<file path="config.mk">
export PLATFORM = sky130hd
export DESIGN_NAME = cph_queue
export DESIGN_NICKNAME = d
export VERILOG_FILES = /design/src/rtl/core/cph_queue.sv
export SDC_FILE = /design/constraint.sdc
export NUM_CORES = 1
export LEC_CHECK = 0
export BUFFER_PORTS_ARGS = -buffer_cell sky130_fd_sc_hd__buf_4
export CORE_MARGIN = 4
export CORE_UTILIZATION = 32
export DETAILED_ROUTE_END_ITERATION = 12
export GPL_TIMING_DRIVEN = 1
export SLEW_MARGIN = 20
export SYNTH_ARGS = -nofsm -noshare
export SYNTH_HDL_FRONTEND = slang
export SYNTH_SLANG_ARGS = --single-unit
</file>
<file path="constraint.sdc">
create_clock -name i_clk -period 4.6 [get_ports i_clk]
set_clock_uncertainty 0.1 [all_clocks]
set_input_delay 0.46 -clock i_clk [delete_from_list [all_inputs] [get_ports i_clk]]
set_output_delay 0.46 -clock i_clk [all_outputs]
set_load 0.005 [all_outputs]
</file>
<file path="src/rtl/core/cph_queue.sv">
// ----------------------------------------------------------------------------
// cph_queue
// Two-entry queue between the front and back ends.
// ----------------------------------------------------------------------------
module cph_queue #(
    parameter int W = 47
) (
    input  logic         i_clk,
    input  logic         i_rst_n,
    input  logic         i_push,
    input  logic [W-1:0] i_data,
    output logic         o_full,
    input  logic         i_pop,
    output logic         o_valid,
    output logic [W-1:0] o_data
);

    logic [W-1:0] r_mem [2];
    logic         r_wp, r_rp;
    logic [1:0]   r_cnt;

    always_ff @(posedge i_clk) begin
        if (!i_rst_n) begin
            r_wp  <= 1'b0;
            r_rp  <= 1'b0;
            r_cnt <= 2'd0;
        end else begin
            if (i_push) r_wp <= ~r_wp;
            if (i_pop)  r_rp <= ~r_rp;
            r_cnt <= r_cnt + 2'(i_push) - 2'(i_pop);
        end
    end

    always_ff @(posedge i_clk) begin
        if (i_push) r_mem[r_wp] <= i_data;
    end

    assign o_full  = (r_cnt == 2'd2);
    assign o_valid = (r_cnt != 2'd0);
    assign o_data  = r_mem[r_rp];

endmodule

</file>
# After elaboration in Yosys (flattened, before gate mapping)
# Memories as Yosys holds them, arrays and structs flattened. A register that Yosys moved wholly into a read port is not among the register bits.
# Index checks and enable logic that the tools add are counted.
[op_classes]
addsub = 2
n_reduce_logical = 1
n_eq_ne = 1
bitwise = 2
n_mux = 4
[op_table]
columns = ["cell", "count"]
rows = [
  ["1-bit 2-to-1 mux", 4],
  ["2-bit by 1-bit adder with 2-bit output", 1],
  ["2-bit equality test, second input constant", 1],
  ["1-bit NOT", 2],
  ["2-bit nonzero test", 1],
  ["2-bit by 1-bit subtractor with 2-bit output", 1],
]
[word_totals]
wordCells = 14
out_inout_bits = 49
ramBits = 94
ff_bits = 4
memories = 1
inputBits = 51
[memory_table]
columns = ["memory", "words", "width", "read_ports", "rd_clocked_by_memory_dff", "wr", "line_no", "rtl"]
rows = [
  ["r_mem", 2, 47, 1, 1, 1, "18", "logic [W-1:0] r_mem [2];"],
]

# Longest topological paths before layout
# Gate-level depths: netlist (run 1).
[depth]
depth_word = 3
ltp_mapped = 6
mapped_depth_nobuf = 6

# Worst setup path after synthesis (run 1)
# OpenSTA, ideal clock, no wires.
[synth_path]
path_kind = "input port to flip-flop"
startpoint = "input port i_push"
endpoint = "memory r_mem[0][0], enable pin"
slack_ps = 1462
arrival_time_ps = 2579
path_buffers = 0
path_stages = 1
setup_time_ps = 458
required_ps = 4042
path_cell_list = "nor2b_1"
[synth_via]
elab_chain_len = 2
[synth_lines]
columns = ["element", "line_no", "rtl"]
rows = [
  ["start: declaration", "10", "input logic i_push,"],
  ["1-bit 2-to-1 mux", "35", "if (i_push) r_mem[r_wp] <= i_data;"],
  ["1-bit 2-to-1 mux (not written as such)", "35", ""],
  ["end: declaration", "18", ""],
]
# Every way passes these cells.

==> results of run 1 <==
per-stage QoR:
step	power, mW	util, %
2_1_floorplan	1.21	-
3_3_place_gp	1.33	40.7
3_5_place_dp	1.34	40.7
4_1_cts	1.99	42.8
5_1_grt	2.05	42.8
6_report	1.96	42.8
layer usage:
metal | wire [µm] | part of all wire [%]
met1 | 2700 | 42
met2 | 3170 | 49
met3 | 411 | 6.4
met4 | 153 | 2.4
met5 | 0 | 0
worst reg2reg max path, cell delays in order, from the launching register on:
cell     delay (ns)
dfxtp_1        0.34
nor2b_4        0.58
buf_4          0.47
power by group through the flow:
| stage | logic (mW) | clock network (mW) | registers (mW) |
|---|---|---|---|
| after floorplan | 0.133 | 0 | 1.07 |
| after global placement | 0.238 | 0 | 1.09 |
| after detailed placement | 0.240 | 0 | 1.10 |
| after CTS | 0.241 | 0.671 | 1.08 |
| after global routing | 0.255 | 0.711 | 1.08 |
| final | 0.234 | 0.647 | 1.07 |
cell families (layout without fill, tap and decap cells):
kind of cell,count (synthesis),in the layout,share of synthesized area [%]
DFF,99,99,78.1
AOI/OAI and AO/OA,1,1,0.201
muxes,47,47,17.2
adders and majority gates,2,2,0.669
xor gates and xnor gates,2,2,0.836
and+or+nand+nor,9,9,1.50
buffers and inverters,7,118,1.54
cells in the mapped netlist:
cell type / number
mux2_4: 30
dfxtp_1: 5
nor2b_1: 4
inv_1: 2
edfxtp_1: 94
buf_6: 4
xor2_1: 1
or2_2: 1
o21a_1: 1
mux2_2: 17
buf_2: 1
ha_1: 2
and2_1: 4
xnor3_1: 1
layout make-up:
| class | count | share of cell area, % |
|---|---|---|
| well taps | 143 | 3.66 |
| flip-flops and latches | 99 | 59.8 |
| inverters | 2 | 0.153 |
| repair buffers | 101 | 15.5 |
| clock inverters | 5 | 0.435 |
| multi-input cells | 61 | 15.8 |
| clock buffers | 10 | 4.68 |
state kept, by name (all words and copies together) (netlist names), named ones only:
signal / flops
r_cnt: 2
r_mem: 94
r_wp: 1
r_rp: 1
path summary, 6_finish.rpt:
path	from	endpoint	slack (ns)	cells past startpoint
worst max-delay path	flop	o_data[3]	2.23	2
worst min-delay path	i_data[6]	r_mem[0][6]	0.21	1
worst max register to register	r_wp	r_mem[0][3]	2.76	2
worst min register to register	r_rp	flop	0.47	2
==> metrics.md, run 1 <==
| Metric | Value |
|---|---|
| CTS max path bufs | 2 |
| Largest cells by area after synthesis | edfxtp_1 (75%), mux2_4 (12%), mux2_2 (5.1%) |
| Std cell rows | 39 |
| Buf/Inv on CP | 1 |
| Largest net degree at the start of global routing | 48 |
| Synthesis Warnings | 0 |
| Pwr/cell area | 400 nW/µm² |
| Met1 Resource Use GR | 12.2% |
| Slowest-stage cell, CP | dfxtp_4 |
| CTS tree | built |
| CORE AREA | 11,400 µm² |
| Dpl ws | 2.45 ns |
| Initial antenna violation count | 0 |
| Post-CTS sizing | 0 |
| Final Hold Fails | 0 |
| DRC viols | 0 |
| Sw Pwr | 0.401 mW |
| Switching Fraction | 20.5% |
| Netlist cell types | 14 |
| Vias in the first global route | 1,951 |
| Die height | 116 µm |
| Num CTS Buffers | 9 |
| Pint | 1.55 mW |
| Delay-heaviest family, CP | flip-flops |
| DP Area | 4640 µm² |
| Crit path largest cell delay | 0.90 ns |
| First DRT Iteration DRCs | 48 |
| Final worst path period share | 51.5% |
| Multi-input gate area | 771 µm² |
| Cell area after layout | 4890 µm² |
| Reg clk slew, reported paths | 0.06 ns |
| Final Max Slew Viols | 0 |
| RSZ-0062 raised after global routing | no |
| Num ports | 100 |
| Drt pass-1 iters | 4 |
| Initial core utilization | 32.8% |
| Commonest non-fill, non-tap cell in the layout | buf_4 |
| Setup ws final | 2.23 ns |
| Syn Nets | 220 |
| Share of cells above drive strength 1 | 58.6% |
| Worst Tran Pin Value | 0.816 ns |
| Final setup violation count | 0 |
| Gr usage total | 9.78% |
| Antenna Cells | 0 |
| Final net count | 327 |
| Post-Syn Instances | 167 |
| FF/Latch Area | 2930 µm² |
| Slew headroom | 45.6% |
| WP data arrival | 1.81 ns |
| GPL Wtd Cong | 0.677 |
| Vias per cell | 4.35 |
| Max VDD drop | 0.162 mV |
| Inst Count DP | 406 |
| Yosys top cell area share | 75.4% |
| Register area share after synthesis | 78.1% |
| Final Critical Period | 2.37 ns |
| Final wirelength | 6440 µm |
| Die area | 13,500 µm² |
| # Post-CTS Setup Buffers | 0 |
| WS Path Type | reg2out |
| Gr busiest metal | met2 |
| Synth Cell Area | 3740 µm² |
| Layout fillers | 1,059 |
| GRT overflow | 0 |
| Synth area leader | edfxtp_1 |
| Die W | 116 µm |
| Logic pwr share | 12.0% |
| Worst Setup End Kind | output pin |
| WP data required | 4.04 ns |
| M3 GR Usage | 2.38% |
| Sequential Power Share | 55.0% |
| Commonest non-fill, non-tap cells in the layout | buf_4 (101), edfxtp_1 (94), mux2_4 (30), mux2_2 (17), clkbuf_16 (9) |
| Clk_lat worst skew | 0.33 ns |
| Post-synthesis area per instance | 22.4 µm² |
| First-pass GRT wire length | 9800 µm |
| Startpoint types | flop |
| Setup TNS | 0 ns |
| Root Driver | clkbuf_16 |
| Top fanout value on the critical path | 47 |
| Area growth, synth to finish | 30.7% |
| HP Class | in2reg |
| Seq cells post-synth | 99 |
| CP cell instances | mux2_2, buf_4 |
| Hold buffers post-CTS | 0 |
| Final hold slack | 0.211 ns |
| Clock network fraction of total power | 33.1% |
| Max Cap Violations | 0 |
| Via count | 1,833 |
| Run status | finished clean |
| Grt met2 use | 15.6% |
| Peak Freq | 0.422 GHz |
| Clock Sinks | 99 |
| Antenna viol nets, final | 0 |
| Post-Layout Cell Count | 421 |
| P_leak | 1.90 nW |
| CTS H-tree lvls | 3 |
| WL per Instance | 15.3 µm |
| Number of port buffers | 99 |
No activity file was read; power rests on OpenSTA's default activity.
==> inputs of run 2 (changes only) <==
- ABC_AREA: default -> 1
- clock period: 4.6 -> 2.2 ns (I/O delays scaled with it)
==> run 2 against run 1 <==
Clock-buffer cell count is 1 higher. Register-to-register slack lost 2.0 ns. Non-clock buffer count increased by 49. Combinational power grew 130%. Die area is essentially flat. Synthesized area is essentially flat. Total power is 110% higher. Design area up 11%. Sequential power grew 110%. Sequential share of layout area decreased by 6.0 points. Critical path depth rose by 1. Utilization grew 4.7 points. Critical path type unchanged. Largest power group unchanged.
==> metrics.md, run 2 <==
| Metric | Value |
|---|---|
| Final net count | 388 (+19%) |
| Syn Nets | 232 (+5.5%) |
| Netlist cell types | 12 (-2) |
| Yosys top cell area share | 75.5% (about the same) |
| Hold buffers post-CTS | 48 (+48) |
| Cell area after layout | 5430 µm² (+11%) |
| Layout fillers | 1,013 (-4.3%) |
| Startpoint types | flop |
| Drt pass-1 iters | 4 (unchanged) |
| Initial antenna violation count | 0 (unchanged) |
| CP cell instances | buf_12, mux2_2, buf_4 |
| CTS tree | built |
| Ys flop type | edfxtp_1 |
| Max VDD drop | 0.324 mV (+100%) |
| Count leader, synth | edfxtp_1 |
| Synthesis Warnings | 0 (unchanged) |
| Final Max Slew Viols | 0 (unchanged) |
| Antenna Cells | 0 (unchanged) |
| Post-synthesis area per instance | 20.9 µm² (-6.8%) |
| Number of port buffers | 99 (unchanged) |
| Die height | 116 µm (about the same) |
| CTS max path bufs | 2 (unchanged) |
| Dpl ws | 0.698 ns (-1.75 ns) |
| WP data arrival | 1.53 ns (-0.28 ns) |
| RSZ-0062 raised after global routing | no |
| Internal reg-to-reg setup slack | 0.80 ns (-1.96 ns) |
| CORE AREA | 11,400 µm² (unchanged) |
| Share of cells above drive strength 1 | 49.1% (-9.5 points) |
| Setup TNS | 0 ns (unchanged) |
| Post-CTS sizing | 0 (unchanged) |
| Slew headroom | 77.2% (+32 points) |
| Biggest register | r_mem |
| Post-Layout Cell Count | 483 (+15%) |
| GRT overflow | 0 (unchanged) |
| Final Hold Fails | 0 (unchanged) |
| Final worst path period share | 84.0% |
| Largest cells by area after synthesis | edfxtp_1 (75%), mux2_4 (12%), mux2_2 (5.1%) |
| Top fanout value on the critical path | 47 (unchanged) |
| First-pass GRT wire length | 10,400 µm (+6.5%) |
| WS Path Type | reg2out |
| Peak Freq | 0.541 GHz |
| WP data required | 1.88 ns (-2.16 ns) |
| Num CTS Buffers | 9 (unchanged) |
| Clock Sinks | 99 (unchanged) |
| Final Critical Period | 1.85 ns |
| Gr usage total | 10.3% (+0.47 points) |
| Largest net degree at the start of global routing | 48 (unchanged) |
| Die area | 13,500 µm² (about the same) |
| Ys async rst share | 0% (unchanged) |
| Top cells by count, synth | edfxtp_1 (94), mux2_4 (30), mux2_2 (17) |
| DP Area | 4680 µm² (+0.84%) |
| Crit path largest cell delay | 0.39 ns (-0.51 ns) |
| Final wirelength | 6760 µm (+5.0%) |
| Register area share after synthesis | 78.2% (about the same) |
| Synth area leader | edfxtp_1 |
| Pwr/cell area | 768 nW/µm² (+92%) |
| Final setup violation count | 0 (unchanged) |
| Root Driver | clkbuf_16 |
| Worst Setup End Kind | output pin |
| Post-Syn Instances | 179 (+7.2%) |
| Via count | 2,032 (+11%) |
| GPL Wtd Cong | 0.654 (-3.4%) |
| CTS H-tree lvls | 3 (unchanged) |
| Initial core utilization | 32.8% (about the same) |
| Std cell rows | 39 (unchanged) |
| Synth Cell Area | 3740 µm² (about the same) |
| Commonest non-fill, non-tap cell in the layout | buf_4 |
| Antenna viol nets, final | 0 (unchanged) |
| Max reg flops | 94 (unchanged) |
| Largest registers | r_mem (94), r_cnt (2) |
| Inst Count DP | 419 (+3.2%) |
| Worst Tran Pin Value | 0.342 ns (-0.474 ns) |
| Setup ws final | 0.353 ns (-1.88 ns) |
| Vias per cell | 4.21 (-3.4%) |
| Clk_lat worst skew | 0.32 ns (about the same) |
| DRC viols | 0 (unchanged) |
| # Post-CTS Setup Buffers | 0 (unchanged) |
| Seq cells post-synth | 99 (unchanged) |
| Max Cap Violations | 0 (unchanged) |
| Commonest non-fill, non-tap cells in the layout | buf_4 (99), edfxtp_1 (94), dlygate4sd3_1 (48), mux2_4 (30), mux2_2 (17) |
| WL per Instance | 14.0 µm (-8.4%) |
| Number of synthesized flops with an enable pin | 94 (unchanged) |
| Hpwl dp | 4190 µm |
| Reg clk slew, reported paths | 0.06 ns (about the same) |
| Die W | 116 µm (about the same) |
| Num ports | 100 (unchanged) |
| First DRT Iteration DRCs | 78 (+63%) |
| Slowest-stage cell, CP | mux2_2 |
| Area growth, synth to finish | 45.3% |
| Run status | finished clean |
| Vias in the first global route | 2,180 (+12%) |
| P_leak | 2.14 nW (+13%) |
| HP Class | in2reg |
-- run 2: cell count changes after synthesis, sizes merged --
cell   delta
nand2     +9
a21oi     +1
nor2      +8
nor2b     -4
o21a      -1
inv       +5
or2       -1
and2      -4
nand3     +1
xnor3     -1
xor2      -1
-- run 2: cell families after synthesis --
family                     count (synthesis)  share of synthesized area [%]
adders and majority gates                  2                          0.669
buffers and inverters                     12                           2.04
AOI/OAI and AO/OA                          1                          0.134
muxes                                     47                           17.2
and+or+nand+nor                           18                           1.84
DFF                                       99                           78.2
-- run 2: cell type report --
type	instances	area, µm²	share of cell area [%]
inverter	7	26.3	0.484
clock buffer	11	243	4.47
timing repair buffer	150	1280	23.6
clock inverter	5	30.0	0.553
multi-input combinational	68	748	13.8
sequential	99	2920	53.8
tap	143	179	3.29
-- run 2: critical path, delay by kind of cell (launching register included) --
kind     cells  cell delay [ns]
buf+inv      2             0.43
flops        1             0.34
mux          1             0.39
-- run 2: final timing paths --
| path | endpoint | depth (start not counted) | from |
|---|---|---|---|
| min | r_rp | 3 | i_pop |
| min reg2reg | r_rp | 2 | r_rp |
| max reg2reg | r_cnt[1] | 8 | r_cnt[0] |
| max | o_data[46] | 3 | flop |
-- run 2: stage by stage --
step                      hold slack [ns]  util (%)  total power, mW
after floorplan                     0.213         -             2.47
after global placement              0.305      41.0             2.72
after detailed placement            0.308      41.0             2.74
after CTS                          0.0410      47.6             4.24
after global routing               0.0557      47.6             4.37
final                              0.0537      47.6             4.17
-- run 2: where the power goes --
group	internal [mW]	switching, mW
Sequential	2.18	0.0261
Combinational	0.341	0.205
Clock	0.791	0.630
-- run 2: per-layer routing --
metal / wire, µm / track usage [%]
met5: 0 / 0
met2: 3530 / 17.8
met4: 104 / 5.10
met1: 2710 / 11.8
met3: 419 / 2.54
