## src/rtl/core/cph_pkg.sv

```systemverilog
// ----------------------------------------------------------------------------
// cph_pkg
// Shared types, constants and elaboration-time table functions for the
// color harmony palette.
// ----------------------------------------------------------------------------
package cph_pkg;

    localparam int FRACTION_BITS_DEF = 16;
    localparam int HUE_FULL          = 5760;
    localparam int VARIANTS          = 11;
    localparam logic [3:0] LAST_K    = 4'(VARIANTS - 1);

    typedef enum logic [1:0] {
        FS_IDLE,
        FS_DIV,
        FS_DONE
    } t_front_state;

    function automatic logic [12:0] hue_off(logic [3:0] k);
        logic [12:0] o;
        case (k)
            4'd1:    o = 13'd2880;
            4'd2:    o = 13'd400;
            4'd3:    o = 13'd5360;
            4'd4:    o = 13'd1920;
            4'd5:    o = 13'd3840;
            default: o = 13'd0;
        endcase
        return o;
    endfunction

    function automatic logic signed [2:0] light_step(logic [3:0] k);
        logic signed [2:0] o;
        case (k)
            4'd6:    o = -3'sd2;
            4'd7:    o = -3'sd1;
            4'd9:    o = 3'sd1;
            4'd10:   o = 3'sd2;
            default: o = 3'sd0;
        endcase
        return o;
    endfunction

    function automatic longint unsigned mq30(longint unsigned a, longint unsigned b);
        return (a * b + (64'd1 << 29)) >> 30;
    endfunction

    function automatic longint unsigned pow5q30(longint unsigned r);
        longint unsigned r2;
        longint unsigned r4;
        r2 = mq30(r, r);
        r4 = mq30(r2, r2);
        return mq30(r4, r);
    endfunction

    // sRGB linearization of one 8-bit channel, fb fraction bits
    function automatic longint unsigned lin_f(int c, int fb);
        longint unsigned one;
        longint unsigned y;
        longint unsigned y2;
        longint unsigned lo;
        longint unsigned hi;
        longint unsigned mid;
        longint unsigned l30;
        one = 64'd1 << fb;
        if (c <= 10) begin
            return (2 * 100 * longint'(c) * one + 329460) / (2 * 329460);
        end
        y  = (2 * ((longint'(1000 * c + 14025)) << 30) + 269025) / (2 * 269025);
        y2 = mq30(y, y);
        lo = 0;
        hi = 64'd1 << 30;
        for (int i = 0; i < 40; i++) begin
            if (lo < hi) begin
                mid = (lo + hi + 1) / 2;
                if (pow5q30(mid) <= y2) begin
                    lo = mid;
                end else begin
                    hi = mid - 1;
                end
            end
        end
        l30 = mq30(y2, lo);
        return (l30 + (64'd1 << (29 - fb))) >> (30 - fb);
    endfunction

    // weighted luminance sum at or above this picks black text
    function automatic longint unsigned black_thr(int fb);
        longint unsigned one;
        longint unsigned lo;
        longint unsigned hi;
        longint unsigned mid;
        one = 64'd1 << fb;
        lo  = 0;
        hi  = one;
        for (int i = 0; i < 40; i++) begin
            if (lo < hi) begin
                mid = (lo + hi) / 2;
                if ((20 * mid + one) * (20 * mid + one) >= 21 * one * one) begin
                    hi = mid;
                end else begin
                    lo = mid + 1;
                end
            end
        end
        return 10000 * lo - 5000;
    endfunction

endpackage

```

## src/rtl/core/cph_div.sv

```systemverilog
// ----------------------------------------------------------------------------
// cph_div
// Radix-16 restoring divider, four quotient bits per cycle, 11-bit divisor.
// ----------------------------------------------------------------------------
module cph_div #(
    parameter int NW = 26
) (
    input  logic          i_clk,
    input  logic          i_rst_n,
    input  logic          i_start,
    input  logic [NW-1:0] i_num,
    input  logic [10:0]   i_den,
    output logic [NW-1:0] o_quo,
    output logic          o_busy
);

    localparam int STEPS = (NW + 3) / 4;
    localparam int NP    = STEPS * 4;
    localparam int CW    = $clog2(STEPS + 1);

    logic [NP-1:0] r_num, n_num;
    logic [10:0]   r_rem, n_rem;
    logic [10:0]   r_den;
    logic [CW-1:0] r_cnt;

    always_comb begin
        logic [11:0] sh;
        n_num = r_num;
        n_rem = r_rem;
        for (int i = 0; i < 4; i++) begin
            sh    = {n_rem, n_num[NP-1]};
            n_num = {n_num[NP-2:0], 1'b0};
            if (sh >= {1'b0, r_den}) begin
                sh       = sh - {1'b0, r_den};
                n_num[0] = 1'b1;
            end
            n_rem = sh[10:0];
        end
    end

    always_ff @(posedge i_clk) begin
        if (!i_rst_n) begin
            r_cnt <= '0;
        end else if (i_start) begin
            r_cnt <= CW'(STEPS);
        end else if (r_cnt != '0) begin
            r_cnt <= r_cnt - CW'(1);
        end
    end

    always_ff @(posedge i_clk) begin
        if (i_start) begin
            r_num <= NP'(i_num);
            r_rem <= '0;
            r_den <= i_den;
        end else if (r_cnt != '0) begin
            r_num <= n_num;
            r_rem <= n_rem;
        end
    end

    assign o_quo  = r_num[NW-1:0];
    assign o_busy = (r_cnt != '0);

endmodule

```

## src/rtl/core/cph_front.sv

```systemverilog
// ----------------------------------------------------------------------------
// cph_front
// Accept a base color and convert it to hue, saturation and lightness
// with three dividers running side by side.
// ----------------------------------------------------------------------------
module cph_front #(
    parameter int FB = cph_pkg::FRACTION_BITS_DEF
) (
    input  logic         i_clk,
    input  logic         i_rst_n,
    input  logic         i_valid,
    output logic         o_ready,
    input  logic [7:0]   i_red,
    input  logic [7:0]   i_green,
    input  logic [7:0]   i_blue,
    output logic         o_push,
    input  logic         i_full,
    output logic [12:0]  o_h,
    output logic [FB:0]  o_s,
    output logic [FB:0]  o_l
);

    localparam int NW = (FB + 10 > 22) ? FB + 10 : 22;

    cph_pkg::t_front_state r_state, n_state;
    logic          accept;
    logic [7:0]    mx, mn, d;
    logic [8:0]    sum, den;
    logic signed [23:0] nh;
    logic [NW-1:0] num_h, num_s, num_l;
    logic [10:0]   den_h, den_s;
    logic [NW-1:0] quo_h, quo_s, quo_l;
    logic          busy_h, busy_s, busy_l;
    logic          r_achrom;
    logic [12:0]   q13;
    logic [12:0]   r_h;
    logic [FB:0]   r_s, r_l;

    always_comb begin
        mx = i_red;
        mn = i_red;
        if (i_green > mx) mx = i_green;
        if (i_blue > mx)  mx = i_blue;
        if (i_green < mn) mn = i_green;
        if (i_blue < mn)  mn = i_blue;
        d   = mx - mn;
        sum = {1'b0, mx} + {1'b0, mn};
        den = (sum <= 9'd255) ? sum : 9'd510 - sum;
        priority if (mx == i_red) begin
            nh = 24'sd960 * ($signed({16'd0, i_green}) - $signed({16'd0, i_blue}))
                 + 24'sd5760 * $signed({16'd0, d});
        end else if (mx == i_green) begin
            nh = 24'sd960 * ($signed({16'd0, i_blue}) - $signed({16'd0, i_red}))
                 + 24'sd1920 * $signed({16'd0, d});
        end else begin
            nh = 24'sd960 * ($signed({16'd0, i_red}) - $signed({16'd0, i_green}))
                 + 24'sd3840 * $signed({16'd0, d});
        end
        num_h = NW'({nh[22:0], 1'b0}) + NW'(d);
        num_s = (NW'(d) << (FB + 1)) + NW'(den);
        num_l = (NW'(sum) << (FB + 1)) + NW'(510);
        den_h = (d == 8'd0) ? 11'd1 : {2'b0, d, 1'b0};
        den_s = (d == 8'd0) ? 11'd1 : {1'b0, den, 1'b0};
    end

    cph_div #(.NW(NW)) u_div_h (
        .i_clk(i_clk), .i_rst_n(i_rst_n), .i_start(accept),
        .i_num(num_h), .i_den(den_h), .o_quo(quo_h), .o_busy(busy_h)
    );
    cph_div #(.NW(NW)) u_div_s (
        .i_clk(i_clk), .i_rst_n(i_rst_n), .i_start(accept),
        .i_num(num_s), .i_den(den_s), .o_quo(quo_s), .o_busy(busy_s)
    );
    cph_div #(.NW(NW)) u_div_l (
        .i_clk(i_clk), .i_rst_n(i_rst_n), .i_start(accept),
        .i_num(num_l), .i_den(11'd1020), .o_quo(quo_l), .o_busy(busy_l)
    );

    assign q13 = quo_h[12:0];

    always_comb begin
        n_state = r_state;
        o_ready = 1'b0;
        o_push  = 1'b0;
        unique case (r_state)
            cph_pkg::FS_IDLE: begin
                o_ready = 1'b1;
                if (i_valid) n_state = cph_pkg::FS_DIV;
            end
            cph_pkg::FS_DIV: begin
                if (!(busy_h || busy_s || busy_l)) n_state = cph_pkg::FS_DONE;
            end
            cph_pkg::FS_DONE: begin
                if (!i_full) begin
                    o_push  = 1'b1;
                    o_ready = 1'b1;
                    n_state = i_valid ? cph_pkg::FS_DIV : cph_pkg::FS_IDLE;
                end
            end
            default: n_state = cph_pkg::FS_IDLE;
        endcase
    end

    assign accept = i_valid && o_ready;

    always_ff @(posedge i_clk) begin
        if (!i_rst_n) begin
            r_state <= cph_pkg::FS_IDLE;
        end else begin
            r_state <= n_state;
        end
    end

    always_ff @(posedge i_clk) begin
        if (accept) r_achrom <= (d == 8'd0);
        if (r_state == cph_pkg::FS_DIV && !(busy_h || busy_s || busy_l)) begin
            r_l <= quo_l[FB:0];
            r_s <= r_achrom ? '0 : quo_s[FB:0];
            if (r_achrom) begin
                r_h <= '0;
            end else if (q13 >= 13'(cph_pkg::HUE_FULL)) begin
                r_h <= q13 - 13'(cph_pkg::HUE_FULL);
            end else begin
                r_h <= q13;
            end
        end
    end

    assign o_h = r_h;
    assign o_s = r_s;
    assign o_l = r_l;

endmodule

```

## config.mk

```make
export PLATFORM = sky130hd
export DESIGN_NAME = cph_front
export DESIGN_NICKNAME = d
export VERILOG_FILES = /design/src/rtl/core/cph_pkg.sv /design/src/rtl/core/cph_div.sv /design/src/rtl/core/cph_front.sv
export SDC_FILE = /design/constraint.sdc
export NUM_CORES = 1
export LEC_CHECK = 0
export BUFFER_PORTS_ARGS = -buffer_cell sky130_fd_sc_hd__buf_2
export CORE_ASPECT_RATIO = 0.5
export CORE_MARGIN = 1.5
export CORE_UTILIZATION = 55
export DETAILED_ROUTE_END_ITERATION = 10
export PLACE_DENSITY_LB_ADDON = 0.15
export SYNTH_ARGS = -nofsm -noshare
export SYNTH_HDL_FRONTEND = slang
export SYNTH_SLANG_ARGS = --single-unit
```

## constraint.sdc

```tcl
create_clock -name i_clk -period 10.9 [get_ports i_clk]
set_input_delay 1.09 -clock i_clk [delete_from_list [all_inputs] [get_ports i_clk]]
set_output_delay 1.09 -clock i_clk [all_outputs]
set_load 0.01 [all_outputs]
```

After elaboration in Yosys (flattened, before gate mapping). Index checks and enable logic that the tools add are counted.

Input port bits: 28. RAM bits: 0. Latch bits: 0. Flip-flop bits (word level): 198. Bits in read-only memories: 0. Memories kept: 0. Word-level logic and storage cells: 148.

$lt $le $gt $ge: 18. Div/mod/pow operators: 0. Shift operators: 0. Mux-type cells: 54. Eq/ne operators: 7. Add/subtract/negate cells: 28. Bitwise gates (word level): 0. Multiply operators: 6. Reductions and logical operators: 14.

Operators by type and width (count): two-way mux 26 bit (6); two-way mux 11 bit (12); >= comparator 12 x 11 -> 1 bit (8); subtractor 11 bit (8); >= comparator 12 x 10 -> 1 bit, second input constant (4); two-way mux 23 bit (2); subtractor 11 x 10 -> 11 bit, second input constant (4); multiplier 5 x 9 -> 14 bit, first input constant (3); two-way mux 8 bit (4); subtractor 8 x 8 -> 9 bit (3); adder 25 x 9 -> 26 bit (1); adder 26 x 9 -> 26 bit, second input constant (1); adder 24 x 8 -> 25 bit (1); multiplier 4 x 8 -> 12 bit, first input constant (2); adder 20 x 22 -> 23 bit (1); adder 20 x 21 -> 22 bit (1); adder 20 x 20 -> 21 bit (1); two-way mux 3 bit (6); two-way mux 1 bit (17); equality test 8 bit (2); > comparator 8 bit (2); < comparator 8 bit (2); multiplier 6 x 8 -> 14 bit, first input constant (1); >= comparator 13 bit, second input constant (1); other kinds (22) (34).

Depth between registers and ports, before layout.
Depth in word-level cells: 11. Gate-level depth with buffers: 57.

Hierarchy. From an unflattened synthesis, not the netlist that was laid out.

Cells, all modules: 3063. Area total of the unflattened synthesis: 27022.2 µm².

Modules (own cells, without submodules): cph_front (area an instance 12180.4 µm², cells an instance 1459, times used 1); cph_div at u_div_h ... (area an instance 4963.5 µm², cells an instance 534, times used 2); cph_div at u_div_l (area an instance 4914.7 µm², cells an instance 536, times used 1).

Worst setup path after synthesis. OpenSTA, ideal clock, no wires.

Path kind: input to register. Start point: in i_green[6]. End point: reg u_div_h.r_num[23] (data pin). Required time: 10748 ps. Path slack: -660 ps. Stages on the path: 54. Arrival time: 11408 ps. Path buffers: 6. Path through: inv_1 ha_1 a21o_1 a221oi_2 nand2_1 clkbuf_1 clkbuf_1 nand2_1 clkbuf_1 nor2_1 a21oi_1 ha_1 o21a_1 o21a_1 o21a_1 o21a_1 o21a_1 o21a_1 (+18 left out) ha_1 a21o_1 a21oi_1 o21bai_1 a21oi_1 o21bai_1 a21oi_1 o21bai_1 a21oi_1 xnor2_1 ha_1 inv_1 a2111oi_0 a311oi_1 a21o_1 nand2b_1 or4_1 a31oi_1.

Cells in the longest elaborated chain, start to end: 11.

RTL lines: start, declared (line cph_front.sv:14) `input logic [7:0] i_green,`; > comparator 8 bit or < comparator 8 bit (tied branches) (line cph_front.sv:42, cph_front.sv:44); two-way mux 8 bit (on tied branches) (line cph_front.sv:42, cph_front.sv:44); > comparator 8 bit or < comparator 8 bit (tied branches) (line cph_front.sv:43, cph_front.sv:45); two-way mux 8 bit (on tied branches) (line cph_front.sv:43, cph_front.sv:45); subtractor 8 bit (line cph_front.sv:46) `d = mx - mn;`; multiplier 4 x 8 -> 12 bit (line cph_front.sv:54, cph_front.sv:57); adder 20 x 21 -> 22 bit or adder 20 x 20 -> 21 bit (tied branches) (line cph_front.sv:57, cph_front.sv:54); two-way mux 23 bit (line cph_front.sv:52) `end else if (mx == i_green) begin`; two-way mux 23 bit (line cph_front.sv:49) `priority if (mx == i_red) begin`; adder 24 x 8 -> 25 bit (*) (line cph_front.sv:59) `num_h = NW'({nh[22:0], 1'b0}) + NW'(d);`; two-way mux 26 bit (*) (line cph_div.sv:52) `if (i_start) begin`; end signal, assigned (line cph_div.sv:53) `r_num <= NP'(i_num);`; end signal, assigned (line cph_div.sv:57) `r_num <= n_num;`; end, declared (line cph_div.sv:21) `logic [NP-1:0] r_num, n_num;`.

Mark *: on every way between the ends. The rest lies on a longest branch, timed or not. A chain may end at the register's enable or synchronous reset.

==> run_results.csv <==
group,metric,value,unit
setup_path,critical_path_class,"register to register",
floorplanning,die_w,292,um
synthesis,syn_area_per_cell,8.47,um2
sta,drv_slew,0,
synthesis,synth_top_area_share,0.186,
floorplanning,start_util,0.563,
sta,setup_viol,0,
setup_path,end_kind,"register",
grt,grt_pass1_wl,97.0,mm
route,num_vias,20000,
route,drt-initial-drc-count,1381,
floorplanning,fp-row-count,52,
sta,tightest_slew,1110,ps
setup_path,cpMostUsedCell,"a21o_1",
sta,fin_crit,10490,ps
sta,whs,447,ps
sta,slew_headroom,0.258,
synthesis,synth_nets,3097,
clocking,cts_tree,"built",
floorplanning,core_area,40800,um2
sta,hold_viol,0,
layout,nNetsFinal,3241,
clocking,clock-root-buffer,"clkbuf_16",
setup_path,crit_path_start_kind,"register",
min_path,min_path_type,"register to register",
clocking,cts_made_buffers,17,
clocking,clock_latency,440,ps
placed_design,dp_hpwl,49.1,mm
route,drc,0,
synthesis,syn_inst,2710,
grt,antenna_found_initial,0,
placed_design,gp_congestion,0.991,
sta,period_share,0.963,
clocking,clock-sinks,192,
grt,grt_pass1_vias,18700,
synthesis,syn-cell-area,23000,um2
grt,grt_usage,0.279,
synthesis,synth-seq-cells,192,
grt,grt_max_degree,74,
synthesis,synth_edf_count,142,
floorplanning,die-area,43100,um2
placed_design,io_buffers,76,
layout,n_antenna_cell,0,
floorplanning,die-height,147,um
clocking,htree_levels,4,
layout,layout-drive-gt1-share,0.124,
synthesis,synth-main-ff-cell,"edfxtp_1",
clocking,clk_pin_slew,70,ps
route,drt_pre_antenna_iters,5,
setup_path,cp_slowest_cell,"edfxtp_1",
synthesis,synth.distinct_cells,98,
layout,area_growth_syn_to_layout,11.2,%
sta,fmax,95.3,MHz
route,viasPerCell,5.86,
synthesis,yosys_warnings,0,
run,cap_violations,0,
synthesis,yosys-top-cells-area,"edfxtp_1, ha_1, xnor2_1",
sta,fin_skew,10.8,ps
synthesis,yosysTopAreaCell,"edfxtp_1",
clocking,clk_path_buf_depth,2,
route,ant_nets,0,
layout,final_area,25500,um2
setup_path,slowest_delay,420,ps
floorplanning,io_pins,77,
setup_path,path_max_fanout,15,
grt,overflow,0,
synthesis,yosysSeqAreaShare,0.229,
setup_path,arrival,10840,ps
route,routed_wl,61.1,mm
status,status,"complete, no violations",
route,post_drt_wl_per_cell,17.9,um
setup_path,required,11250,ps
placed_design,place_area,24600,um2
synthesis,async_reset_ff_frac,0,
==> path summary, 6_finish.rpt <==
kind / slack (ps) / cells past startpoint / from / endpoint
setup / recovery: 410 / 53 / r_achrom / u_div_s.r_rem[8]
hold / removal: 450 / 0 / u_div_l.r_num[9] / o_l[9]
setup reg to reg: 410 / 53 / r_achrom / u_div_s.r_rem[8]
hold reg to reg: 450 / 0 / u_div_l.r_num[9] / o_l[9]
==> per-stage QoR <==
| stage | util | setup TNS, ps | worst slack (ps) | std cells |
|---|---|---|---|---|
| 6_report | 0.626 | 0 | 408 | 3407 |
| 2_1_floorplan | - | -0.665 | -0.665 | 2710 |
| 4_1_cts | 0.617 | 0 | 11.1 | 3385 |
| 5_1_grt | 0.626 | -606 | -97.3 | 3407 |
| 3_5_place_dp | 0.603 | -70.2 | -70.2 | 3353 |
| 3_3_place_gp | 0.603 | 0 | 99.0 | 3353 |
==> cells in the final DEF (no fill, tap or decap), types with 13 or more instances in the layout <==
cell type,count
nor3_1,52
buf_2,76
nor2b_1,54
inv_1,312
nand3_1,46
a211oi_1,52
a21oi_1,183
edfxtp_1,142
xor2_1,60
o211ai_1,13
and2_1,35
mux2i_1,53
xnor2_1,161
nand2_1,217
o21bai_1,32
nand4_1,33
o21a_1,23
nor2_1,179
nand2b_1,34
mux2_2,28
fa_1,68
o31ai_1,23
a21o_1,59
dfxtp_1,50
and3_1,15
a21boi_0,20
buf_4,117
ha_1,288
or3_1,16
a21oi_2,21
clkbuf_16,18
o21ai_0,140
==> cell usage after synthesis (33+ instances only) <==
| cell | number |
|---|---|
| a211oi_1 | 56 |
| a21o_1 | 60 |
| a21oi_1 | 202 |
| and2_1 | 35 |
| clkbuf_1 | 51 |
| dfxtp_1 | 50 |
| edfxtp_1 | 142 |
| fa_1 | 69 |
| ha_1 | 290 |
| inv_1 | 312 |
| mux2i_1 | 57 |
| nand2_1 | 220 |
| nand2b_1 | 34 |
| nand3_1 | 47 |
| nand4_1 | 33 |
| nor2_1 | 182 |
| nor2b_1 | 54 |
| nor3_1 | 53 |
| o21ai_0 | 145 |
| xnor2_1 | 166 |
| xor2_1 | 61 |
==> critical path: cells and delay by family, from the launching register on <==
kind	cells	cell delay [ps]
AO/OA/AOI/OAI	34	5960
adder cells (fa/ha/maj)	5	1520
multiplexers	3	850
AND/OR/NAND/NOR	7	1030
buffers and inverters	4	580
flip-flops	1	420
==> state kept, by name (all words and copies together), names as in the netlist <==
register       flops
u_div_h.r_cnt      3
u_div_h.r_num     28
u_div_s.r_rem     11
u_div_h.r_rem     11
u_div_s.r_den      8
o_h               13
r_achrom           1
r_state            2
u_div_l.r_rem     11
o_s               17
u_div_l.r_cnt      3
o_l               17
u_div_l.r_num     28
u_div_s.r_cnt      3
u_div_s.r_num     28
u_div_h.r_den      8
==> timing repair <==
| action | in CTS | in global routing |
|---|---|---|
| hold endpoints to repair | 0 | 0 |
| gates resized for setup | 2 | 51 |
| endpoints found under the setup margin | 4 | 30 |
| pin swaps | 1 | 19 |
| setup buffers | 0 | 22 |
| hold buffers | 0 | 0 |
==> kinds of logic after synthesis <==
logic type | share of synthesized area
adders and majority gates | 0.219
buffers and inverters | 0.0654
xor gates and xnor gates | 0.0866
AOI/OAI and AO/OA | 0.198
and+or+nand+nor | 0.164
DFF | 0.229
muxes | 0.0386
==> routing by layer <==
| layer | global-route usage | vias to the layer above | routed length (um) |
|---|---|---|---|
| met4 | 0.0596 | 0 | 1000 |
| met3 | 0.0331 | 70 | 3310 |
| met1 | 0.397 | 9465 | 29000 |
| met2 | 0.457 | 532 | 27800 |
| li1 | - | 9887 | - |
| met5 | 0 | - | 0 |
==> cell type report <==
| type | instances | area, um2 |
|---|---|---|
| clock buffer | 18 | 450 |
| clock inverter | 14 | 120 |
| fill | 3613 | 15300 |
| inverter | 317 | 1190 |
| multi-input combinational | 2128 | 16500 |
| sequential | 192 | 5270 |
| tap | 540 | 676 |
| timing repair buffer | 198 | 1330 |
Power is left out: the tool's default activity adds up to more than one toggle a clock period on the data nets, which glitch-free logic cannot reach.
